File: config.mk
export PLATFORM = sky130hd
export DESIGN_NAME = newreno_congestion_window_core
export DESIGN_NICKNAME = d
export VERILOG_FILES = /design/src/rtl/nrcw_pkg.sv /design/src/rtl/nrcw_ctrl.sv /design/src/rtl/nrcw_dp.sv /design/src/rtl/newreno_congestion_window_core.sv
export SDC_FILE = /design/constraint.sdc
export NUM_CORES = 1
export LEC_CHECK = 0
export BUFFER_PORTS_ARGS = -buffer_cell sky130_fd_sc_hd__buf_4
export CAP_MARGIN = 20
export CORE_ASPECT_RATIO = 0.6
export CORE_MARGIN = 2
export CORE_UTILIZATION = 42
export CTS_BUF_LIST = sky130_fd_sc_hd__clkbuf_16
export DETAILED_ROUTE_END_ITERATION = 6
export GPL_TIMING_DRIVEN = 0
export SKIP_LAST_GASP = 1
export SLEW_MARGIN = 30
export SYNTH_ARGS = -nofsm -noshare
export SYNTH_HDL_FRONTEND = slang
export SYNTH_HIERARCHICAL = 1
export SYNTH_SLANG_ARGS = --single-unit
File: constraint.sdc
create_clock -name clk -period 7.05 [get_ports clk]
set_input_delay 1.41 -clock clk [delete_from_list [all_inputs] [get_ports clk]]
set_output_delay 1.41 -clock clk [all_outputs]
set_load 0.02 [all_outputs]
File: src/rtl/nrcw_pkg.sv
package nrcw_pkg;

  localparam int unsigned TIME_BITS   = 48;
  localparam int unsigned MD_BITS     = 16;
  localparam int unsigned BYTES_BITS  = 16;
  localparam int unsigned CWND_BITS   = 27;
  localparam int unsigned THRESH_BITS = 28;
  localparam int unsigned CREDIT_BITS = 28;
  localparam int unsigned COUNT_BITS  = 32;
  // working width of the avoidance loop, one bit above credit
  localparam int unsigned WORK_BITS   = CREDIT_BITS + 1;
  localparam int unsigned IW_BITS     = MD_BITS + 4;
  localparam int unsigned ADDR_BITS   = 3;
  localparam int unsigned DATA_BITS   = 32;

  localparam logic [CWND_BITS-1:0]   WINDOW_CEILING   = 27'd67108864;
  localparam logic [MD_BITS-1:0]     INITIAL_FLOOR    = 16'd14720;
  localparam logic [MD_BITS-1:0]     RESET_DATAGRAM   = 16'd1200;
  localparam logic [THRESH_BITS-1:0] THRESH_UNLIMITED = '1;

  // register index within the config space (byte address 4*index)
  localparam logic [0:0] REG_MAX_DATAGRAM = 1'b0;

  typedef enum logic [1:0] {
    KIND_ACKED   = 2'd0,
    KIND_SIGNAL  = 2'd1,
    KIND_PERSIST = 2'd2,
    KIND_RESET   = 2'd3
  } kind_t;

  typedef enum logic [2:0] {
    ST_IDLE,
    ST_EXEC,
    ST_LOOP,
    ST_CLAMP,
    ST_FINISH
  } state_t;

  typedef struct packed {
    logic latch;
    logic ack_slow;
    logic ack_avoid;
    logic loop_step;
    logic clamp;
    logic cut;
    logic collapse;
    logic restart;
    logic publish;
  } dp_cmd_t;

  typedef struct packed {
    kind_t kind;
    logic  stale;
    logic  limited;
    logic  slow_start;
    logic  credit_ge;
  } dp_status_t;

  // min(10*md, max(2*md, INITIAL_FLOOR))
  function automatic logic [CWND_BITS-1:0] initial_window(input logic [MD_BITS-1:0] md);
    logic [IW_BITS-1:0] ten;
    logic [IW_BITS-1:0] lo;
    logic [IW_BITS-1:0] flr;
    ten = {1'b0, md, 3'b000} + {3'b000, md, 1'b0};
    lo  = {3'b000, md, 1'b0};
    flr = {4'b0000, INITIAL_FLOOR};
    if (lo < flr) begin
      lo = flr;
    end
    return CWND_BITS'((ten < lo) ? ten : lo);
  endfunction

  localparam logic [CWND_BITS-1:0] RESET_WINDOW = initial_window(RESET_DATAGRAM);

endpackage

File: src/rtl/nrcw_ctrl.sv
module nrcw_ctrl (
  input  logic                 clk,
  input  logic                 rst,
  input  logic                 in_valid,
  output logic                 in_ready,
  output logic                 out_valid,
  input  logic                 out_ready,
  input  nrcw_pkg::dp_status_t status,
  output nrcw_pkg::dp_cmd_t    cmd
);

  nrcw_pkg::state_t state;
  nrcw_pkg::state_t state_next;
  logic             out_free;

  assign out_free = !out_valid || out_ready;
  assign in_ready = (state == nrcw_pkg::ST_IDLE);

  always_ff @(posedge clk) begin
    if (rst) begin
      state     <= nrcw_pkg::ST_IDLE;
      out_valid <= 1'b0;
    end else begin
      state <= state_next;
      if (cmd.publish) begin
        out_valid <= 1'b1;
      end else if (out_ready) begin
        out_valid <= 1'b0;
      end
    end
  end

  always_comb begin
    state_next = state;
    unique case (state)
      nrcw_pkg::ST_IDLE: begin
        if (in_valid) begin
          state_next = nrcw_pkg::ST_EXEC;
        end
      end
      nrcw_pkg::ST_EXEC: begin
        state_next = nrcw_pkg::ST_FINISH;
        if (status.kind == nrcw_pkg::KIND_ACKED && !status.stale && !status.limited) begin
          state_next = status.slow_start ? nrcw_pkg::ST_CLAMP : nrcw_pkg::ST_LOOP;
        end
      end
      nrcw_pkg::ST_LOOP: begin
        if (!status.credit_ge) begin
          state_next = nrcw_pkg::ST_CLAMP;
        end
      end
      nrcw_pkg::ST_CLAMP: begin
        state_next = nrcw_pkg::ST_FINISH;
      end
      nrcw_pkg::ST_FINISH: begin
        if (out_free) begin
          state_next = nrcw_pkg::ST_IDLE;
        end
      end
      default: state_next = nrcw_pkg::ST_IDLE;
    endcase
  end

  always_comb begin
    cmd = '0;
    unique case (state)
      nrcw_pkg::ST_IDLE: begin
        cmd.latch = in_valid;
      end
      nrcw_pkg::ST_EXEC: begin
        unique case (status.kind)
          nrcw_pkg::KIND_ACKED: begin
            if (!status.stale && !status.limited) begin
              cmd.ack_slow  = status.slow_start;
              cmd.ack_avoid = !status.slow_start;
            end
          end
          nrcw_pkg::KIND_SIGNAL:  cmd.cut      = !status.stale;
          nrcw_pkg::KIND_PERSIST: cmd.collapse = 1'b1;
          nrcw_pkg::KIND_RESET:   cmd.restart  = 1'b1;
          default: ;
        endcase
      end
      nrcw_pkg::ST_LOOP: begin
        cmd.loop_step = status.credit_ge;
      end
      nrcw_pkg::ST_CLAMP: begin
        cmd.clamp = 1'b1;
      end
      nrcw_pkg::ST_FINISH: begin
        cmd.publish = out_free;
      end
      default: ;
    endcase
  end

endmodule

File: src/rtl/nrcw_dp.sv
module nrcw_dp (
  input  logic                              clk,
  input  logic                              rst,
  input  nrcw_pkg::dp_cmd_t                 cmd,
  output nrcw_pkg::dp_status_t              status,
  input  logic [nrcw_pkg::MD_BITS-1:0]      max_datagram,
  input  logic [1:0]                        kind,
  input  logic [nrcw_pkg::BYTES_BITS-1:0]   packet_bytes,
  input  logic [nrcw_pkg::TIME_BITS-1:0]    packet_sent_time,
  input  logic [nrcw_pkg::TIME_BITS-1:0]    now_time,
  input  logic                              app_limited,
  output logic [nrcw_pkg::CWND_BITS-1:0]    cwnd_bytes,
  output logic [nrcw_pkg::THRESH_BITS-1:0]  slow_start_threshold,
  output logic                              recovering,
  output logic                              cut_applied,
  output logic [nrcw_pkg::COUNT_BITS-1:0]   cut_count
);

  // latched item
  nrcw_pkg::kind_t                    item_kind;
  logic [nrcw_pkg::BYTES_BITS-1:0]    item_bytes;
  logic [nrcw_pkg::TIME_BITS-1:0]     item_sent;
  logic [nrcw_pkg::TIME_BITS-1:0]     item_now;
  logic                               item_limited;

  // window state
  logic [nrcw_pkg::CWND_BITS-1:0]     cwnd;
  logic [nrcw_pkg::THRESH_BITS-1:0]   ssthresh;
  logic [nrcw_pkg::CREDIT_BITS-1:0]   credit;
  logic                               in_recovery;
  logic [nrcw_pkg::TIME_BITS-1:0]     recovery_start;
  logic [nrcw_pkg::COUNT_BITS-1:0]    cuts_total;
  logic                               cut_flag;

  // avoidance loop working registers
  logic [nrcw_pkg::WORK_BITS-1:0]     work_cwnd;
  logic [nrcw_pkg::WORK_BITS-1:0]     work_credit;

  logic [nrcw_pkg::MD_BITS:0]         floor2;
  logic [nrcw_pkg::THRESH_BITS-1:0]   half_cwnd;
  logic [nrcw_pkg::THRESH_BITS-1:0]   cut_thresh;
  logic [nrcw_pkg::CWND_BITS-1:0]     clamped;

  assign floor2     = {max_datagram, 1'b0};
  assign half_cwnd  = nrcw_pkg::THRESH_BITS'(cwnd >> 1);
  assign cut_thresh = (half_cwnd < nrcw_pkg::THRESH_BITS'(floor2))
                      ? nrcw_pkg::THRESH_BITS'(floor2) : half_cwnd;
  assign clamped    = (work_cwnd > nrcw_pkg::WORK_BITS'(nrcw_pkg::WINDOW_CEILING))
                      ? nrcw_pkg::WINDOW_CEILING : work_cwnd[nrcw_pkg::CWND_BITS-1:0];

  assign status.kind       = item_kind;
  assign status.stale      = in_recovery && (item_sent <= recovery_start);
  assign status.limited    = item_limited;
  assign status.slow_start = nrcw_pkg::THRESH_BITS'(cwnd) < ssthresh;
  assign status.credit_ge  = work_credit >= work_cwnd;

  always_ff @(posedge clk) begin
    if (cmd.latch) begin
      item_kind    <= nrcw_pkg::kind_t'(kind);
      item_bytes   <= packet_bytes;
      item_sent    <= packet_sent_time;
      item_now     <= now_time;
      item_limited <= app_limited;
    end
    if (cmd.ack_slow) begin
      work_cwnd   <= nrcw_pkg::WORK_BITS'(cwnd) + nrcw_pkg::WORK_BITS'(item_bytes);
      work_credit <= nrcw_pkg::WORK_BITS'(credit);
    end else if (cmd.ack_avoid) begin
      work_cwnd   <= nrcw_pkg::WORK_BITS'(cwnd);
      work_credit <= nrcw_pkg::WORK_BITS'(credit) + nrcw_pkg::WORK_BITS'(item_bytes);
    end else if (cmd.loop_step) begin
      // one datagram of growth per full window of credit
      work_cwnd   <= work_cwnd + nrcw_pkg::WORK_BITS'(max_datagram);
      work_credit <= work_credit - work_cwnd;
    end
    if (cmd.publish) begin
      cwnd_bytes           <= cwnd;
      slow_start_threshold <= ssthresh;
      recovering           <= in_recovery;
      cut_applied          <= cut_flag;
      cut_count            <= cuts_total;
    end
  end

  always_ff @(posedge clk) begin
    if (rst) begin
      cwnd           <= nrcw_pkg::RESET_WINDOW;
      ssthresh       <= nrcw_pkg::THRESH_UNLIMITED;
      credit         <= '0;
      in_recovery    <= 1'b0;
      recovery_start <= '0;
      cuts_total     <= '0;
      cut_flag       <= 1'b0;
    end else begin
      if (cmd.latch) begin
        cut_flag <= 1'b0;
      end
      if (cmd.clamp) begin
        cwnd   <= clamped;
        credit <= work_credit[nrcw_pkg::CREDIT_BITS-1:0];
      end
      if (cmd.cut) begin
        in_recovery    <= 1'b1;
        recovery_start <= item_now;
        ssthresh       <= cut_thresh;
        cwnd           <= nrcw_pkg::CWND_BITS'(cut_thresh);
        credit         <= '0;
        cuts_total     <= cuts_total + 1'b1;
        cut_flag       <= 1'b1;
      end
      if (cmd.collapse) begin
        cwnd        <= nrcw_pkg::CWND_BITS'(floor2);
        credit      <= '0;
        in_recovery <= 1'b0;
      end
      if (cmd.restart) begin
        cwnd           <= nrcw_pkg::initial_window(max_datagram);
        ssthresh       <= nrcw_pkg::THRESH_UNLIMITED;
        credit         <= '0;
        in_recovery    <= 1'b0;
        recovery_start <= '0;
      end
    end
  end

endmodule

File: src/rtl/newreno_congestion_window_core.sv
// channel  | handshake          | payload
// in       | in_valid/in_ready   | kind, packet_bytes, packet_sent_time, now_time, app_limited
// out      | out_valid/out_ready | cwnd_bytes, slow_start_threshold, recovering, cut_applied,
//          |                     | cut_count
// config   | apb write/read      | max_datagram at byte address 0
//
// one item at a time; in_ready is high only while the controller is idle
// congestion signal, persistent congestion, path reset and skipped acks: idle, exec, finish
// slow-start ack: idle, exec, clamp, finish; avoidance ack: idle, exec, loop, clamp, finish,
// with one loop step per datagram of growth in the credit subtract loop, one step a cycle
// the result sits in an output register, so the next item is taken while it waits
// synchronous active-high reset restores the initial window, unlimited ssthresh and md 1200
module newreno_congestion_window_core (
  input  logic                              clk,
  input  logic                              rst,
  input  logic                              in_valid,
  output logic                              in_ready,
  input  logic [1:0]                        kind,
  input  logic [nrcw_pkg::BYTES_BITS-1:0]   packet_bytes,
  input  logic [nrcw_pkg::TIME_BITS-1:0]    packet_sent_time,
  input  logic [nrcw_pkg::TIME_BITS-1:0]    now_time,
  input  logic                              app_limited,
  output logic                              out_valid,
  input  logic                              out_ready,
  output logic [nrcw_pkg::CWND_BITS-1:0]    cwnd_bytes,
  output logic [nrcw_pkg::THRESH_BITS-1:0]  slow_start_threshold,
  output logic                              recovering,
  output logic                              cut_applied,
  output logic [nrcw_pkg::COUNT_BITS-1:0]   cut_count,
  input  logic                              psel,
  input  logic                              penable,
  input  logic                              pwrite,
  input  logic [nrcw_pkg::ADDR_BITS-1:0]    paddr,
  input  logic [nrcw_pkg::DATA_BITS-1:0]    pwdata,
  output logic [nrcw_pkg::DATA_BITS-1:0]    prdata,
  output logic                              pready
);

  logic [nrcw_pkg::MD_BITS-1:0] max_datagram;
  logic                         md_hit;
  logic                         md_write;
  nrcw_pkg::dp_cmd_t            cmd;
  nrcw_pkg::dp_status_t         status;

  assign pready   = 1'b1;
  assign md_hit   = (paddr[nrcw_pkg::ADDR_BITS-1:2] == nrcw_pkg::REG_MAX_DATAGRAM);
  // a zero datagram size is ignored
  assign md_write = psel && penable && pwrite && pready && md_hit
                    && (pwdata[nrcw_pkg::MD_BITS-1:0] != '0);
  assign prdata   = md_hit ? nrcw_pkg::DATA_BITS'(max_datagram) : '0;

  always_ff @(posedge clk) begin
    if (rst) begin
      max_datagram <= nrcw_pkg::RESET_DATAGRAM;
    end else if (md_write) begin
      max_datagram <= pwdata[nrcw_pkg::MD_BITS-1:0];
    end
  end

  nrcw_ctrl u_ctrl (
    .clk       (clk),
    .rst       (rst),
    .in_valid  (in_valid),
    .in_ready  (in_ready),
    .out_valid (out_valid),
    .out_ready (out_ready),
    .status    (status),
    .cmd       (cmd)
  );

  nrcw_dp u_dp (
    .clk                  (clk),
    .rst                  (rst),
    .cmd                  (cmd),
    .status               (status),
    .max_datagram         (max_datagram),
    .kind                 (kind),
    .packet_bytes         (packet_bytes),
    .packet_sent_time     (packet_sent_time),
    .now_time             (now_time),
    .app_limited          (app_limited),
    .cwnd_bytes           (cwnd_bytes),
    .slow_start_threshold (slow_start_threshold),
    .recovering           (recovering),
    .cut_applied          (cut_applied),
    .cut_count            (cut_count)
  );

endmodule
==> results.json <==
{
  "cp_data_required_time_ns": 7.35,
  "area.growth.synth_to_final_pct": 18.5,
  "hp-class": "register to register",
  "netlist.top_cell.by_area": "edfxtp_1",
  "finalSetupViolCount": 0,
  "power.density_nw_per_um2": 221,
  "rsz0062_at_grt": "false",
  "core_um2": 57900,
  "die_h_um": 192,
  "p_seq_share_pct": 46.5,
  "drive_gt1_share_pct": 14.4,
  "tightest_slew_ns": 1.04,
  "ys_ff_latch": 445,
  "final_common_cell": "buf_4",
  "nNetsFinal": 3130,
  "drt-pass1-iter-count": 7,
  "root_buffer": "clkbuf_16",
  "yosys.area.top_type_share_pct": 31.5,
  "dp.cells": 3497,
  "die-width_um": 318,
  "p_comb_share_pct": 15.7,
  "h-tree-depth": 2,
  "violations": "DRC",
  "final.min_clock_period_ns": 6.40,
  "grt_overflow": 0,
  "finClkSkew_ns": 0.0330,
  "slew-limit-headroom_pct": 30.7,
  "post_cts_buffers": 0,
  "grt_pass1_wl_um": 120000,
  "final_cell_mix": "buf_4 (264), edfxtp_1 (260), nor2_1 (245)",
  "grt_use_total_pct": 26.1,
  "cts_buffers": 45,
  "slew_viol_final": 0,
  "antenna_left": 0,
  "vdd_ir_drop_max_uv": 164,
  "io_pins": 281,
  "whs_ns": 0.435,
  "fp-row-count": 68,
  "grt_pass1_vias": 19300,
  "drv_cap": 0,
  "wl_per_cell_um": 22.6,
  "status": "finished, violations left",
  "grt_max_degree": 50,
  "fin_ws_ns": 0.649,
  "pwr-share-clk_pct": 37.8,
  "nFillCells": 5323,
  "portBuffers": 245,
  "ctsLongestPathBuffers": 3,
  "switching_share_pct": 28.2,
  "die_area_um2": 61000,
  "vias_per_cell": 5.74,
  "crit_path_end_kind": "register",
  "routed_wirelength_um": 80900,
  "dpl-instance-area_um2": 27900,
  "path_class": "register to register",
  "post-route-drc-count": 3,
  "cts_sinks": 445,
  "gp_congestion": 1.01,
  "p_switching_mw": 1.83,
  "async_flop_share_pct": 0,
  "syn_inst": 2458,
  "p_leak_nw": 11.7,
  "yosys_most_used_dff": "edfxtp_1",
  "post_cts_resized": 0,
  "cp-start-kind": "register",
  "cp.arrival_ns": 6.70,
  "seq_area_frac_synth_pct": 46.5,
  "p_int_mw": 4.66,
  "vias": 20600,
  "clkLatencyLatePin_ns": 0.62,
  "synth_edf_count": 260,
  "synthTopCellsByArea": "edfxtp_1 (32%), dfxtp_1 (15%), ha_1 (9.8%)",
  "ys_types": 94,
  "layout.cells.non_filler": 3581,
  "syn-mean-instance-area_um2": 10.1,
  "initial_core_util_pct": 42.8,
  "max_freq_mhz": 156,
  "period_share_pct": 90.8,
  "dp_slack_ns": 0.370,
  "antenna_found_initial": 1,
  "yosys_warnings": 6,
  "diodes": 0,
  "path_clk_slew_ns": 0.06,
  "drtIter0Drc": 2114,
  "dp_hpwl_um": 62400,
  "post-route-util_pct": 50.7,
  "crit_fanout": 36,
  "stdcell_area_um2": 29300,
  "synth_area_um2": 24800,
  "hold_viol_final": 0,
  "cts_hold_buf": 0,
  "cts_tree": "done"
}
registers in the layout, summed over array words and instances, names as in the netlist:
register / flops
max_datagram: 16
u_ctrl/out_valid: 1
u_ctrl/state: 3
u_dp/credit: 28
u_dp/cut_applied: 1
u_dp/cut_count: 32
u_dp/cut_flag: 1
u_dp/cuts_total: 32
u_dp/cwnd: 27
u_dp/cwnd_bytes: 27
u_dp/in_recovery: 1
u_dp/item_bytes: 16
u_dp/item_kind: 2
u_dp/item_limited: 1
u_dp/item_now: 48
u_dp/item_sent: 48
u_dp/recovering: 1
u_dp/recovery_start: 48
u_dp/slow_start_threshold: 27
u_dp/ssthresh: 27
u_dp/work_credit: 29
u_dp/work_cwnd: 29
cells in the mapped netlist, types with 6 or more instances:
master and instances:
buf_1 8, buf_4 19, ha_1 194, a211o_1 11
xor2_1 40, a21oi_1 171, nand3_1 56, edfxtp_1 260
nand2b_1 45, a211oi_1 40, o221a_2 6, o31ai_1 14
nor2_1 245, and2_1 10, o211ai_1 29, nand4_1 29
clkbuf_1 70, mux2_2 7, dfxtp_1 185, or2_2 11
a21boi_0 9, o21ai_0 107, nor4_1 19, or3_1 17
a22oi_1 7, o21a_1 17, o21bai_1 15, inv_1 169
nand2_1 144, and3_1 37, and4_1 7, o311ai_0 6
a221o_1 6, mux2i_1 107, o22ai_1 9, nor2b_1 38
o2111ai_1 7, a311oi_1 9, a21o_1 44, a31oi_1 29
xnor2_1 56, nor3_1 38
kinds of logic (layout without fill, tap and decap cells):
logic type | after synthesis | after routing | share of synthesized area, %
compound gates | 601 | 601 | 16.0
xor+xnor | 96 | 96 | 3.39
fa+ha+maj | 199 | 199 | 10.2
buf+inv | 274 | 612 | 4.61
flops | 445 | 445 | 46.5
mux | 115 | 115 | 4.70
other cells | 2 | 17 | 0.0303
simple gates | 726 | 726 | 14.5
path summary, 6_finish.rpt:
check	from	depth (start not counted)	end	slack (ns)
max	u_dp/recovery_start[47]$_SDFFE_PP0P_	15	u_dp/work_credit[17]$_DFFE_PP_	0.65
min	u_dp/ssthresh[7]$_SDFFE_PP1P_	0	u_dp/slow_start_threshold[7]$_DFFE_PP_	0.44
max reg2reg	u_dp/recovery_start[47]$_SDFFE_PP0P_	15	u_dp/work_credit[17]$_DFFE_PP_	0.65
min reg2reg	u_dp/ssthresh[7]$_SDFFE_PP1P_	0	u_dp/slow_start_threshold[7]$_DFFE_PP_	0.44
power by group through the flow:
stage               clock [mW]  combinational, mW  sequential (mW)
floorplan                    0              0.631             3.04
global placement             0              0.947             3.09
detailed placement           0              0.989             3.07
CTS                       2.51              0.995             3.01
global route              2.60               1.11             3.02
finish                    2.45               1.02             3.02
metal layers:
| metal | vias to the layer above | GRT usage [%] | wire, um |
|---|---|---|---|
| met1 | 9934 | 40.3 | 40300 |
| met5 | - | 1.11 | 92 |
| li1 | 9662 | - | - |
| met3 | 83 | 7.75 | 8220 |
| met4 | 2 | 5.09 | 1170 |
| met2 | 879 | 35.1 | 31100 |
per-stage QoR:
| step | power [mW] | setup TNS [ns] |
|---|---|---|
| detailed placement | 4.06 | 0 |
| CTS | 6.51 | 0 |
| finish | 6.48 | 0 |
| global route | 6.74 | 0 |
| global placement | 4.03 | -165.88 |
| floorplan | 3.67 | 0 |
cell type report:
cell class / count / area, um2 / area share, %
Multi-Input combinational cell: 1754 / 12200 / 41.6
Sequential cell: 445 / 11500 / 39.2
Timing Repair Buffer: 254 / 2040 / 6.96
Clock buffer: 45 / 1130 / 3.84
Tap cell: 770 / 963 / 3.28
Inverter: 170 / 638 / 2.17
Buffer: 104 / 508 / 1.73
Clock inverter: 39 / 337 / 1.15
worst max-delay path, stage by stage (launching register included):
cell      delay, ns
dfxtp_1        0.34
inv_1          0.05
ha_1           0.34
nand4_1        0.23
nor4_2         0.67
and4_1         0.35
nand2_1        0.06
a21oi_1        0.27
nor3_1         0.15
nor3_2         0.65
nand2_1        0.13
nor2_1         0.35
clkbuf_1       0.71
buf_1          0.79
or3_4          0.69
buf_12         0.28
(Power assumes the default switching activity.)
